`config.mk`:
```
export PLATFORM = sky130hd
export DESIGN_NAME = display_key_value_config_parser
export DESIGN_NICKNAME = d
export VERILOG_FILES = /design/src/design/dkv_cfg_pkg.sv /design/src/design/dkv_cfg_req_stage.sv /design/src/design/dkv_cfg_parse_core.sv /design/src/design/display_key_value_config_parser.sv
export SDC_FILE = /design/constraint.sdc
export NUM_CORES = 1
export LEC_CHECK = 0
export BUFFER_PORTS_ARGS = -buffer_cell sky130_fd_sc_hd__buf_2
export CAP_MARGIN = 5
export CORE_MARGIN = 8
export CORE_UTILIZATION = 60
export DETAILED_ROUTE_END_ITERATION = 16
export PLACE_DENSITY_LB_ADDON = 0.08
export REMOVE_ABC_BUFFERS = 1
export SYNTH_ARGS = -nofsm -noshare
export SYNTH_HDL_FRONTEND = slang
export SYNTH_SLANG_ARGS = --single-unit
```
`constraint.sdc`:
```
create_clock -name clock -period 6.1 [get_ports clock]
set_input_delay 0.305 -clock clock [delete_from_list [all_inputs] [get_ports clock]]
set_output_delay 0.305 -clock clock [all_outputs]
set_load 0.03 [all_outputs]
```
`src/design/dkv_cfg_pkg.sv`:
```
// Shared types, character codes and key text for the display key/value parser.
// No dependencies; imported by every module of the block.
package dkv_cfg_pkg;

   localparam int DIM_W = 14;
   localparam int CSR_INDEX_W = 2;
   localparam int CSR_DATA_W = 14;

   // configuration register indexes
   localparam logic [CSR_INDEX_W-1:0] CSR_DEFAULT_WIDTH = 2'd0;
   localparam logic [CSR_INDEX_W-1:0] CSR_DEFAULT_HEIGHT = 2'd1;
   localparam logic [CSR_INDEX_W-1:0] CSR_DEFAULT_VIDEO_ON = 2'd2;

   localparam logic [DIM_W-1:0] DEFAULT_WIDTH_RESET = 14'd1280;
   localparam logic [DIM_W-1:0] DEFAULT_HEIGHT_RESET = 14'd720;
   localparam logic DEFAULT_VIDEO_ON_RESET = 1'b1;

   // character codes
   localparam logic [7:0] CH_NUL = 8'h00;
   localparam logic [7:0] CH_TAB = 8'h09;
   localparam logic [7:0] CH_LF = 8'h0A;
   localparam logic [7:0] CH_CR = 8'h0D;
   localparam logic [7:0] CH_SPACE = 8'h20;
   localparam logic [7:0] CH_HASH = 8'h23;
   localparam logic [7:0] CH_EQUAL = 8'h3D;
   localparam logic [7:0] CH_ZERO = 8'h30;
   localparam logic [7:0] CH_NINE = 8'h39;
   localparam logic [7:0] CH_UPPER_A = 8'h41;
   localparam logic [7:0] CH_UPPER_Z = 8'h5A;
   localparam logic [7:0] CH_LOWER_O = 8'h6F;
   localparam logic [7:0] CH_LOWER_N = 8'h6E;
   localparam logic [7:0] CH_LOWER_F = 8'h66;
   localparam logic [7:0] CASE_OFFSET = 8'h20;

   // key text, first character in the top byte
   localparam int KEY_VIDEO_LEN = 10;
   localparam int KEY_WIDTH_LEN = 5;
   localparam int KEY_HEIGHT_LEN = 6;
   localparam logic [8*KEY_VIDEO_LEN-1:0] KEY_VIDEO_TEXT = {"video", "_mode"};
   localparam logic [8*KEY_WIDTH_LEN-1:0] KEY_WIDTH_TEXT = "width";
   localparam logic [8*KEY_HEIGHT_LEN-1:0] KEY_HEIGHT_TEXT = "height";

   // bit positions of the key match flags
   localparam int KEY_BIT_VIDEO = 0;
   localparam int KEY_BIT_WIDTH = 1;
   localparam int KEY_BIT_HEIGHT = 2;

   // bit positions of the value flags
   localparam int VAL_BIT_ON = 0;
   localparam int VAL_BIT_OFF = 1;
   localparam int VAL_BIT_DIGITS = 2;

   typedef enum logic [4:0] {
      PH_LEAD  = 5'b00001,
      PH_KEY   = 5'b00010,
      PH_SEP   = 5'b00100,
      PH_VALUE = 5'b01000,
      PH_SKIP  = 5'b10000
   } phase_type;

   typedef struct packed {
      logic             video_on;
      logic [DIM_W-1:0] width;
      logic [DIM_W-1:0] height;
   } settings_type;

   typedef struct packed {
      logic [7:0] text_byte;
      logic       end_of_buffer;
   } req_beat_type;

   function automatic logic is_blank(input logic [7:0] c);
      return (c == CH_SPACE) || (c == CH_TAB) || (c == CH_CR) || (c == CH_LF);
   endfunction

   function automatic logic [7:0] to_lower(input logic [7:0] c);
      return ((c >= CH_UPPER_A) && (c <= CH_UPPER_Z)) ? c + CASE_OFFSET : c;
   endfunction

   function automatic logic [7:0] key_char(input int sel, input logic [3:0] pos);
      logic [7:0] ch;
      ch = CH_NUL;
      case (sel)
         KEY_BIT_VIDEO: begin
            if (pos < 4'(KEY_VIDEO_LEN))
               ch = KEY_VIDEO_TEXT[8*(KEY_VIDEO_LEN-1-int'(pos)) +: 8];
         end
         KEY_BIT_WIDTH: begin
            if (pos < 4'(KEY_WIDTH_LEN))
               ch = KEY_WIDTH_TEXT[8*(KEY_WIDTH_LEN-1-int'(pos)) +: 8];
         end
         KEY_BIT_HEIGHT: begin
            if (pos < 4'(KEY_HEIGHT_LEN))
               ch = KEY_HEIGHT_TEXT[8*(KEY_HEIGHT_LEN-1-int'(pos)) +: 8];
         end
         default: ch = CH_NUL;
      endcase
      return ch;
   endfunction

endpackage

```
`src/design/dkv_cfg_req_stage.sv`:
```
// Input register of the parser: holds one text beat until the parse core takes it.
// Depends on dkv_cfg_pkg.
module dkv_cfg_req_stage
   import dkv_cfg_pkg::*;
(
   input  logic         clock,
   input  logic         reset,
   input  logic         req_valid,
   output logic         req_ready,
   input  logic [7:0]   req_text_byte,
   input  logic         req_end_of_buffer,
   input  logic         take,
   output logic         beat_valid,
   output req_beat_type beat
);

   logic         valid_ff;
   logic         valid_in;
   req_beat_type beat_ff;
   logic         load;

   // accept a new beat while empty or while the held one leaves
   assign req_ready = !valid_ff || take;
   assign load = req_valid && req_ready;

   always_comb begin
      valid_in = valid_ff;
      if (load) begin
         valid_in = 1'b1;
      end else if (take) begin
         valid_in = 1'b0;
      end
   end

   always_ff @(posedge clock) begin
      if (reset) begin
         valid_ff <= 1'b0;
      end else begin
         valid_ff <= valid_in;
      end
   end

   always_ff @(posedge clock) begin
      if (load) begin
         beat_ff.text_byte <= req_text_byte;
         beat_ff.end_of_buffer <= req_end_of_buffer;
      end
   end

   assign beat_valid = valid_ff;
   assign beat = beat_ff;

endmodule

```
`src/design/dkv_cfg_parse_core.sv`:
```
// Line parser state and its one-byte step: key/value split, key match, value check.
// Depends on dkv_cfg_pkg.
module dkv_cfg_parse_core
   import dkv_cfg_pkg::*;
#(
   parameter int FIELD_CHARS = 32,
   parameter int MAX_BYTES = 65536,
   parameter int MAX_DIMENSION = 8192
)
(
   input  logic         clock,
   input  logic         reset,
   input  logic         step_en,
   input  req_beat_type beat,
   input  settings_type defaults,
   output settings_type settle
);

   localparam int KW = $clog2(FIELD_CHARS);
   localparam int NW = $clog2(MAX_DIMENSION + 1);
   localparam int MW = NW + 4;
   localparam int EW = (NW > DIM_W) ? NW : DIM_W;
   localparam int BW = $clog2(MAX_BYTES + 1);

   typedef struct packed {
      phase_type     phase;
      logic [KW-1:0] key_length;
      logic [2:0]    key_flags;
      logic [KW-1:0] value_length;
      logic [2:0]    value_flags;
      logic [NW-1:0] value_number;
   } line_type;

   localparam line_type LINE_CLEAR = '{PH_LEAD, '0, 3'b111, '0, 3'b111, '0};

   line_type     line_ff, line_in;
   logic [BW-1:0] byte_count_ff, byte_count_in;
   logic         stopped_ff, stopped_in;
   settings_type cur_ff, cur_in;

   function automatic line_type add_key(input line_type ln, input logic [7:0] c);
      line_type   r;
      logic [7:0] lc;
      r = ln;
      lc = to_lower(c);
      if (ln.key_length >= KW'(KEY_VIDEO_LEN) ||
          key_char(KEY_BIT_VIDEO, ln.key_length[3:0]) != lc)
         r.key_flags[KEY_BIT_VIDEO] = 1'b0;
      if (ln.key_length >= KW'(KEY_WIDTH_LEN) ||
          key_char(KEY_BIT_WIDTH, ln.key_length[3:0]) != lc)
         r.key_flags[KEY_BIT_WIDTH] = 1'b0;
      if (ln.key_length >= KW'(KEY_HEIGHT_LEN) ||
          key_char(KEY_BIT_HEIGHT, ln.key_length[3:0]) != lc)
         r.key_flags[KEY_BIT_HEIGHT] = 1'b0;
      r.key_length = ln.key_length + KW'(1);
      return r;
   endfunction

   function automatic line_type add_value(input line_type ln, input logic [7:0] c);
      line_type      r;
      logic [7:0]    lc;
      logic [MW-1:0] n;
      r = ln;
      lc = to_lower(c);
      n = MW'({ln.value_number, 3'b000}) + MW'({ln.value_number, 1'b0}) + MW'(c - CH_ZERO);
      if (!((ln.value_length == KW'(0) && lc == CH_LOWER_O) ||
            (ln.value_length == KW'(1) && lc == CH_LOWER_N)))
         r.value_flags[VAL_BIT_ON] = 1'b0;
      if (!((ln.value_length == KW'(0) && lc == CH_LOWER_O) ||
            ((ln.value_length == KW'(1) || ln.value_length == KW'(2)) && lc == CH_LOWER_F)))
         r.value_flags[VAL_BIT_OFF] = 1'b0;
      if (c >= CH_ZERO && c <= CH_NINE) begin
         if (ln.value_flags[VAL_BIT_DIGITS]) begin
            if (n > MW'(MAX_DIMENSION))
               r.value_flags[VAL_BIT_DIGITS] = 1'b0;
            else
               r.value_number = n[NW-1:0];
         end
      end else begin
         r.value_flags[VAL_BIT_DIGITS] = 1'b0;
      end
      r.value_length = ln.value_length + KW'(1);
      return r;
   endfunction

   function automatic settings_type apply_line(input line_type ln, input settings_type cur);
      settings_type  s;
      logic          num_ok;
      logic [EW-1:0] num_ext;
      s = cur;
      num_ext = EW'(ln.value_number);
      num_ok = ln.value_flags[VAL_BIT_DIGITS] && (ln.value_length != '0) &&
               (ln.value_number != '0);
      if (ln.key_flags[KEY_BIT_VIDEO] && ln.key_length == KW'(KEY_VIDEO_LEN)) begin
         if (ln.value_flags[VAL_BIT_ON] && ln.value_length == KW'(2))
            s.video_on = 1'b1;
         else if (ln.value_flags[VAL_BIT_OFF] && ln.value_length == KW'(3))
            s.video_on = 1'b0;
      end else if (ln.key_flags[KEY_BIT_WIDTH] && ln.key_length == KW'(KEY_WIDTH_LEN)) begin
         if (num_ok)
            s.width = num_ext[DIM_W-1:0];
      end else if (ln.key_flags[KEY_BIT_HEIGHT] && ln.key_length == KW'(KEY_HEIGHT_LEN)) begin
         if (num_ok)
            s.height = num_ext[DIM_W-1:0];
      end
      return s;
   endfunction

   always_comb begin
      logic [7:0] c;
      logic       blank;
      logic       capped;
      logic       sep_char;
      c = beat.text_byte;
      blank = is_blank(c);
      sep_char = blank || (c == CH_EQUAL);
      capped = 1'b0;
      line_in = line_ff;
      byte_count_in = byte_count_ff;
      stopped_in = stopped_ff;
      cur_in = cur_ff;
      settle = cur_ff;
      if (step_en) begin
         if (!stopped_ff) begin
            // first byte of a parse: load the defaults
            if (byte_count_ff == '0)
               cur_in = defaults;
            byte_count_in = byte_count_ff + BW'(1);
            capped = byte_count_in >= BW'(MAX_BYTES);
            if (c == CH_LF || c == CH_NUL) begin
               if (line_in.phase == PH_VALUE)
                  cur_in = apply_line(line_in, cur_in);
               line_in = LINE_CLEAR;
               if (c == CH_NUL)
                  stopped_in = 1'b1;
            end else begin
               case (line_in.phase)
                  PH_LEAD: begin
                     if (!blank) begin
                        if (c == CH_HASH || c == CH_EQUAL) begin
                           line_in.phase = PH_SKIP;
                        end else begin
                           line_in.phase = PH_KEY;
                           line_in = add_key(line_in, c);
                        end
                     end
                  end
                  PH_KEY: begin
                     if (sep_char)
                        line_in.phase = PH_SEP;
                     else if (line_in.key_length >= KW'(FIELD_CHARS - 1))
                        line_in.phase = PH_SKIP;
                     else
                        line_in = add_key(line_in, c);
                  end
                  PH_SEP: begin
                     if (!sep_char) begin
                        if (c == CH_HASH) begin
                           line_in.phase = PH_SKIP;
                        end else begin
                           line_in.phase = PH_VALUE;
                           line_in = add_value(line_in, c);
                        end
                     end
                  end
                  PH_VALUE: begin
                     if (blank || c == CH_HASH) begin
                        cur_in = apply_line(line_in, cur_in);
                        line_in.phase = PH_SKIP;
                     end else if (line_in.value_length < KW'(FIELD_CHARS - 1)) begin
                        line_in = add_value(line_in, c);
                     end
                  end
                  default: begin
                  end
               endcase
               // close the open line on the last byte of the text or at the byte cap
               if (beat.end_of_buffer || capped) begin
                  if (line_in.phase == PH_VALUE)
                     cur_in = apply_line(line_in, cur_in);
                  line_in = LINE_CLEAR;
               end
            end
            if (capped)
               stopped_in = 1'b1;
         end
         settle = cur_in;
         if (beat.end_of_buffer) begin
            line_in = LINE_CLEAR;
            byte_count_in = '0;
            stopped_in = 1'b0;
         end
      end
   end

   always_ff @(posedge clock) begin
      if (reset) begin
         line_ff <= LINE_CLEAR;
         byte_count_ff <= '0;
         stopped_ff <= 1'b0;
      end else begin
         line_ff <= line_in;
         byte_count_ff <= byte_count_in;
         stopped_ff <= stopped_in;
      end
   end

   always_ff @(posedge clock) begin
      cur_ff <= cur_in;
   end

endmodule

```
`src/design/display_key_value_config_parser.sv`:
```
// Display key/value config parser: one text byte per beat, one result per buffer.
// The last byte's beat is held in the input register, then its result is registered.
// Throughput: one byte per cycle, set by the parse step; a result
// held by rsp_ready stalls the input. Reset: synchronous; defaults return to
// 1280x720 with video on and the parse restarts in the leading whitespace phase.
// Depends on dkv_cfg_pkg and submodules.
module display_key_value_config_parser
   import dkv_cfg_pkg::*;
#(
   parameter int FIELD_CHARS = 32,
   parameter int MAX_BYTES = 65536,
   parameter int MAX_DIMENSION = 8192
)
(
   input  logic                   clock,
   input  logic                   reset,
   input  logic                   req_valid,
   output logic                   req_ready,
   input  logic [7:0]             req_text_byte,
   input  logic                   req_end_of_buffer,
   output logic                   rsp_valid,
   input  logic                   rsp_ready,
   output logic                   rsp_video_on,
   output logic [DIM_W-1:0]       rsp_screen_width,
   output logic [DIM_W-1:0]       rsp_screen_height,
   input  logic                   csr_write_en,
   input  logic [CSR_INDEX_W-1:0] csr_index,
   input  logic [CSR_DATA_W-1:0]  csr_wdata
);

   settings_type defaults_ff, defaults_in;
   settings_type rsp_ff;
   settings_type settle;
   logic         rsp_valid_ff, rsp_valid_in;
   logic         beat_valid;
   req_beat_type beat;
   logic         step_en;

   always_comb begin
      defaults_in = defaults_ff;
      if (csr_write_en) begin
         case (csr_index)
            CSR_DEFAULT_WIDTH:    defaults_in.width = csr_wdata[DIM_W-1:0];
            CSR_DEFAULT_HEIGHT:   defaults_in.height = csr_wdata[DIM_W-1:0];
            CSR_DEFAULT_VIDEO_ON: defaults_in.video_on = csr_wdata[0];
            default:              defaults_in = defaults_ff;
         endcase
      end
   end

   always_ff @(posedge clock) begin
      if (reset) begin
         defaults_ff <= '{DEFAULT_VIDEO_ON_RESET, DEFAULT_WIDTH_RESET, DEFAULT_HEIGHT_RESET};
      end else begin
         defaults_ff <= defaults_in;
      end
   end

   dkv_cfg_req_stage u_req_stage (
      .clock             (clock),
      .reset             (reset),
      .req_valid         (req_valid),
      .req_ready         (req_ready),
      .req_text_byte     (req_text_byte),
      .req_end_of_buffer (req_end_of_buffer),
      .take              (step_en),
      .beat_valid        (beat_valid),
      .beat              (beat)
   );

   // advance the parse only while the result register can take a beat
   assign step_en = beat_valid && (!rsp_valid_ff || rsp_ready);

   dkv_cfg_parse_core #(
      .FIELD_CHARS   (FIELD_CHARS),
      .MAX_BYTES     (MAX_BYTES),
      .MAX_DIMENSION (MAX_DIMENSION)
   ) u_parse_core (
      .clock    (clock),
      .reset    (reset),
      .step_en  (step_en),
      .beat     (beat),
      .defaults (defaults_ff),
      .settle   (settle)
   );

   always_comb begin
      rsp_valid_in = rsp_valid_ff;
      if (step_en && beat.end_of_buffer) begin
         rsp_valid_in = 1'b1;
      end else if (rsp_ready) begin
         rsp_valid_in = 1'b0;
      end
   end

   always_ff @(posedge clock) begin
      if (reset) begin
         rsp_valid_ff <= 1'b0;
      end else begin
         rsp_valid_ff <= rsp_valid_in;
      end
   end

   always_ff @(posedge clock) begin
      if (step_en && beat.end_of_buffer) begin
         rsp_ff <= settle;
      end
   end

   assign rsp_valid = rsp_valid_ff;
   assign rsp_video_on = rsp_ff.video_on;
   assign rsp_screen_width = rsp_ff.width;
   assign rsp_screen_height = rsp_ff.height;

`ifndef SYNTH
   a_ready_when_empty: assert property (@(posedge clock) disable iff (reset)
      !beat_valid |-> req_ready)
      else $error("input register empty but not ready");

   a_last_loads_result: assert property (@(posedge clock) disable iff (reset)
      step_en && beat.end_of_buffer |=> rsp_valid)
      else $error("last byte did not load a result");

   a_result_from_last: assert property (@(posedge clock) disable iff (reset)
      $rose(rsp_valid) |-> $past(step_en && beat.end_of_buffer))
      else $error("result appeared without a last byte");
`endif

endmodule
```
Yosys cells after proc, flatten, opt, wreduce, memory -nomap -nowiden
Index checks and enable logic that the tools add are counted.
- $add $sub $neg: 10
- mux-type cells: 113
- reduce and logical (&&, ||, !) cells: 57
- equal/unequal tests: 34
- shifts and indexed selects: 3
- magnitude comparators: 14
- operators with widths (kind ; count):
    2-to-1 mux 8 bit ; 40
    2-to-1 mux 35 bit ; 9
    2-to-1 mux 29 bit ; 9
    2-to-1 mux 14 bit ; 13
    case mux 35 bit (4 select lines) ; 1
    2-to-1 mux 30 bit ; 3
    indexed part select 80 x 32 -> 8 bit, first input constant ; 1
    2-to-1 mux 22 bit ; 3
    2-to-1 mux 28 bit ; 2
    inequality test 8 bit ; 6
    indexed part select 48 x 32 -> 8 bit, first input constant ; 1
    indexed part select 40 x 32 -> 8 bit, first input constant ; 1
    2-to-1 mux 17 bit ; 2
    nonzero test 14 bit ; 2
    2-to-1 mux 1 bit ; 26
    == test 5 x 2 -> 1 bit, second input constant ; 5
    == test 5 x 3 -> 1 bit, second input constant ; 5
    2-to-1 mux 5 bit ; 5
    == test 8 x 4 -> 1 bit, second input constant ; 3
    == test 8 x 6 -> 1 bit, second input constant ; 3
    == test 8 x 7 -> 1 bit, second input constant ; 3
    logical AND 1 bit ; 22
    == test 5 x 4 -> 1 bit, second input constant ; 4
    logical OR 1 bit ; 19
    other kinds (32) ; 43
- output and inout bits: 31
- logic and storage cells: 252
- flip-flop bits (word level): 151

Depth between registers and ports, before layout
- depth after elaboration: 31
- mapped depth: 19
- gate-level depth less buffers: 17

Cells and area by module
From an unflattened synthesis, not the netlist that was laid out.
- cell total of the unflattened synthesis: 1225
- area total of the unflattened synthesis: 10401.2 um2
- by module, submodules not included (module ; cells an instance ; times used ; area each (um2)):
    dkv_cfg_parse_core ; 1055 ; 1 ; 7920.1
    display_key_value_config_parser ; 156 ; 1 ; 2155.8
    dkv_cfg_req_stage ; 14 ; 1 ; 325.3

Least setup slack after synthesis
No wires, ideal clock.
- path type: reg-to-reg
- from: register u_req_stage.beat_ff (netlist bit u_req_stage.beat[6])
- to: register rsp_ff (netlist bit rsp_screen_width[10]) (data pin)
- cell stages (with the launch flop): 18
- data required time: 5835 ps
- arrival: 4718 ps
- period minus slack after synthesis: 4983 ps
- buffers on the path: 2
- slack: 1117 ps
- setup time: 265 ps
- cell sequence: edfxtp_1 > ha_1 > or3_1 > inv_1 > fa_1 > ha_1 > buf_2 > a21oi_2 > nand2_1 > o21ai_1 > and2b_1 > xnor2_1 > o41ai_1 > a32o_1 > nand4_4 > buf_6 > mux2i_1 > a221o_1
- RTL lines (item ; line ; text):
    start, declared ; dkv_cfg_req_stage.sv:19 ; req_beat_type beat_ff;
    end signal, assigned ; display_key_value_config_parser.sv:106 ; rsp_ff <= settle;
    end, declared ; display_key_value_config_parser.sv:32 ; settings_type rsp_ff;

==> qor.txt <==
===============================================================================================
Status                                                                             finished, final reports clean
Part of the Yosys area used for sequential elements                                       32.5%
Slack of the worst reg-to-reg path                                                      0.40 ns
Number of vias after detailed routing                                                      9690
Antenna violations before repair                                                              0
CTS buffer count                                                                             17
Post-detailed-route wirelength per cell                                                 20.3 um
DP Wirelength                                                                          21300 um
Total leakage power                                                                     4.59 nW
Required time of the critical path                                                      6.27 ns
Switching component of the power                                                       0.661 mW
Port-buffer cells                                                                            60
Number of pins with negative max-slew slack in the final report                               0
Buffers from clock root to sink, at most                                                      2
Highest fanout seen on the critical path                                                     14
End of the worst register-to-register path                                         rsp_screen_height[4]
Area occupied by multi-input gates                                                     6540 um2
Switching portion of total power                                                          26.3%
Count of inserted antenna diode cells                                                         0
Relative area change from synthesis to final layout                                       9.34%
Remaining antenna violation count after routing                                               0
First-pass GRT wire length                                                             48600 um
Final period demand of the worst path                                                   5.70 ns
Number of violations reported at the end of detailed-routing iteration 0                    836
Postcts setup bufs                                                                            0
Worst supply voltage drop on vdd                                                     0.000227 V
Ratio of final minimum period to clock period                                             93.4%
CTS-repair resized insts                                                                      0
Hold worst-path end                                                                u_req_stage.beat[2]
Number of global-route vias before repair                                                  9141
Number of cells on the worst reg-to-reg path                                                 14
Utilization after layout                                                                  66.7%
Cell count after placement                                                                 1475
Count of flip-flops with a built-in enable after synthesis                                   38
Total of warnings raised by yosys                                                             0
Crit Path Category                                                                 register to register
Worst Hold Path Cells                                                                         1
Area taken by flip-flops and latches                                                   3400 um2
Count of placed standard cells in the final layout, fillers left out                       1507
Worst hold start                                                                   req_text_byte[1]
Area of the mapped netlist                                                            10500 um2
Worst setup SP type                                                                    register
Die ar.                                                                               21900 um2
Category of the worst setup path capture point                                         register
Endpoints failing hold                                                                        0
Gate Count Post-Synth                                                                      1249
Aggregate global routing overflow                                                             0
Via/cell ratio                                                                             6.43
Worst skew pair latency                                                                 0.43 ns
RSZ-0062 raised after global routing                                                      false
Peak Freq                                                                               175 MHz
Sequential share of power                                                                 43.7%
Final-report setup violation count                                                            0
DRC Markers                                                                                   0
Fill count                                                                                 1445
Internal Pwr Total                                                                      1.85 mW
Area share of the largest cell type after synthesis                                       21.6%
Commonest register cell after synthesis                                            sky130_fd_sc_hd__dfxtp_1
Post-layout nets                                                                           1354
Worst slew margin relative to its limit                                                   22.5%
Share of cells above drive strength 1                                                     11.9%
Commonest cells in the synthesized netlist                                         140 x sky130_fd_sc_hd__nand2_1, 127 x sky130_fd_sc_hd__nor2_1, 113 x sky130_fd_sc_hd__dfxtp_1
Clock share of power                                                                      42.8%
Most frequent cell after synthesis                                                 sky130_fd_sc_hd__nand2_1
Number of optimization iterations in the first detailed-route pass                            6
Transition time of the tightest slew-check pin                                          1.16 ns
Final estimated routing congestion in global placement                                    0.959
Clock tree from TritonCTS                                                                  done
Die Y-Extent                                                                             148 um
Post-synth cell types                                                                        96
Clock input transition at the sequential cells of the worst setup and hold paths        0.06 ns
Sum Neg Setup Slack                                                                        0 ns
Skew final                                                                            0.0123 ns
Placed cell areas                                                                     10900 um2
I/O Pins                                                                                     61
Die outline width                                                                        148 um
Largest net degree at the start of global routing                                            55
Starting Density                                                                          61.0%
Final non-filler cell area                                                            11500 um2
Clock sinks                                                                                 151
Hold Slack                                                                            0.0525 ns
Seq cells post-synth                                                                        151
Max-cap violations                                                                            0
Combined global-route utilization of all metal layers                                     27.6%
Part of the power in combinational logic                                                  13.5%
Number of H-tree levels                                                                       4
Synth Area per Inst                                                                    8.39 um2
Power per cell area                                                                  219 nW/um2
Async set-reset flop share out of synthesis                                                  0%
Number of buffers inserted by hold repair at cts                                              0
Min-Delay Path Class                                                               primary input to register
CTS root buffer                                                                    sky130_fd_sc_hd__clkbuf_16
Synth area leader                                                                  sky130_fd_sc_hd__dfxtp_1
Cell row count                                                                               48
Start of the worst register-to-register path                                       u_req_stage.beat[6]
Leading post-synthesis cells by cell area                                          sky130_fd_sc_hd__dfxtp_1 22%, sky130_fd_sc_hd__edfxtp_1 11%, sky130_fd_sc_hd__mux2i_1 5.8%
Routed Wire Length                                                                     30500 um
Core area                                                                             17200 um2
Critical Path AT                                                                        5.87 ns
===============================================================================================
==> through the flow <==
| step | setup slack (ns) | power, mW |
|---|---|---|
| after floorplan | 1.08 | 1.34 |
| after global placement | 0.553 | 1.44 |
| after detailed placement | 0.488 | 1.45 |
| after CTS | 0.466 | 2.52 |
| after global routing | 0.0539 | 2.59 |
| final | 0.401 | 2.51 |
==> state kept, by name (all words and copies together), names as in the netlist <==
register / cells
u_parse_core.byte_count_ff: 17
rsp_screen_width: 14
u_parse_core.stopped_ff: 1
rsp_valid: 1
u_parse_core.line_ff: 35
u_parse_core.cur_ff: 29
rsp_video_on: 1
rsp_screen_height: 14
u_req_stage.beat: 9
u_req_stage.beat_valid: 1
defaults_ff: 29
==> critical path, stage by stage, from the launching register on <==
cell	delay, ns
sky130_fd_sc_hd__edfxtp_1	0.52
sky130_fd_sc_hd__ha_1	0.32
sky130_fd_sc_hd__or3_1	0.42
sky130_fd_sc_hd__inv_1	0.35
sky130_fd_sc_hd__fa_1	0.47
sky130_fd_sc_hd__ha_1	0.44
sky130_fd_sc_hd__nand2_1	0.12
sky130_fd_sc_hd__o21ai_0	0.38
sky130_fd_sc_hd__nor2_1	0.12
sky130_fd_sc_hd__xnor2_1	0.18
sky130_fd_sc_hd__o41ai_1	0.61
sky130_fd_sc_hd__a32o_1	0.50
sky130_fd_sc_hd__nand4_4	0.41
sky130_fd_sc_hd__mux2i_1	0.23
sky130_fd_sc_hd__a221o_1	0.37
==> cell families after synthesis <==
family          Yosys count  synth area share, %
compound gates          327                 21.7
mux                      67                 6.47
xor+xnor                 35                 2.93
simple gates            483                 23.7
buf+inv                 131                 5.20
fa+ha+maj                55                 7.50
flops                   151                 32.5
==> cell usage in the layout, fill, tap and decap left out, types with 18 or more instances in the layout <==
| cell type | count |
|---|---|
| sky130_fd_sc_hd__o21ai_0 | 51 |
| sky130_fd_sc_hd__nor2_1 | 126 |
| sky130_fd_sc_hd__mux2i_1 | 61 |
| sky130_fd_sc_hd__nand2_1 | 140 |
| sky130_fd_sc_hd__xnor2_1 | 18 |
| sky130_fd_sc_hd__dfxtp_1 | 113 |
| sky130_fd_sc_hd__a21oi_1 | 77 |
| sky130_fd_sc_hd__edfxtp_1 | 38 |
| sky130_fd_sc_hd__a221o_1 | 22 |
| sky130_fd_sc_hd__nor3_1 | 26 |
| sky130_fd_sc_hd__ha_1 | 42 |
| sky130_fd_sc_hd__inv_1 | 53 |
| sky130_fd_sc_hd__a211oi_1 | 32 |
| sky130_fd_sc_hd__buf_2 | 60 |
| sky130_fd_sc_hd__a31oi_1 | 19 |
| sky130_fd_sc_hd__nand4_1 | 19 |
| sky130_fd_sc_hd__nand3_1 | 23 |
| sky130_fd_sc_hd__nand2b_1 | 19 |
==> cell type report <==
class | count | share of cell area (%)
clock inverters | 12 | 1.33
well taps | 225 | 2.46
multi-input cells | 967 | 57.1
clock buffers | 20 | 3.90
repair buffers | 77 | 3.74
inverters | 55 | 1.80
flip-flops and latches | 151 | 29.7
==> worst max path at each step <==
stage / from / end / slack (ns) / cells past startpoint
floorplan: u_req_stage.beat[5] / rsp_screen_width[10] / 1.08 / 15
global placement: u_req_stage.beat[6] / rsp_screen_width[4] / 0.55 / 14
detailed placement: u_req_stage.beat[6] / rsp_screen_width[7] / 0.49 / 14
CTS: u_req_stage.beat[6] / rsp_screen_width[11] / 0.47 / 14
global route: u_req_stage.beat[6] / rsp_screen_width[12] / 0.05 / 14
finish: u_req_stage.beat[6] / rsp_screen_height[4] / 0.40 / 14
==> layer usage <==
metal | vias to the layer above | part of all wire [%] | GRT usage [%]
li1 | 4621 | - | -
met3 | 74 | 8.5 | 5.77
met1 | 4541 | 42 | 35.7
met2 | 454 | 46 | 44.2
met4 | 0 | 3.0 | 10.7
met5 | - | 0 | 0
==> power groups by stage <==
stage	Clock (mW)	Combinational (mW)	Sequential, mW
6_report	1.08	0.338	1.10
5_1_grt	1.13	0.367	1.10
4_1_cts	1.09	0.333	1.10
3_5_place_dp	0	0.331	1.12
3_3_place_gp	0	0.326	1.12
2_1_floorplan	0	0.212	1.13
(Power assumes the default switching activity.)
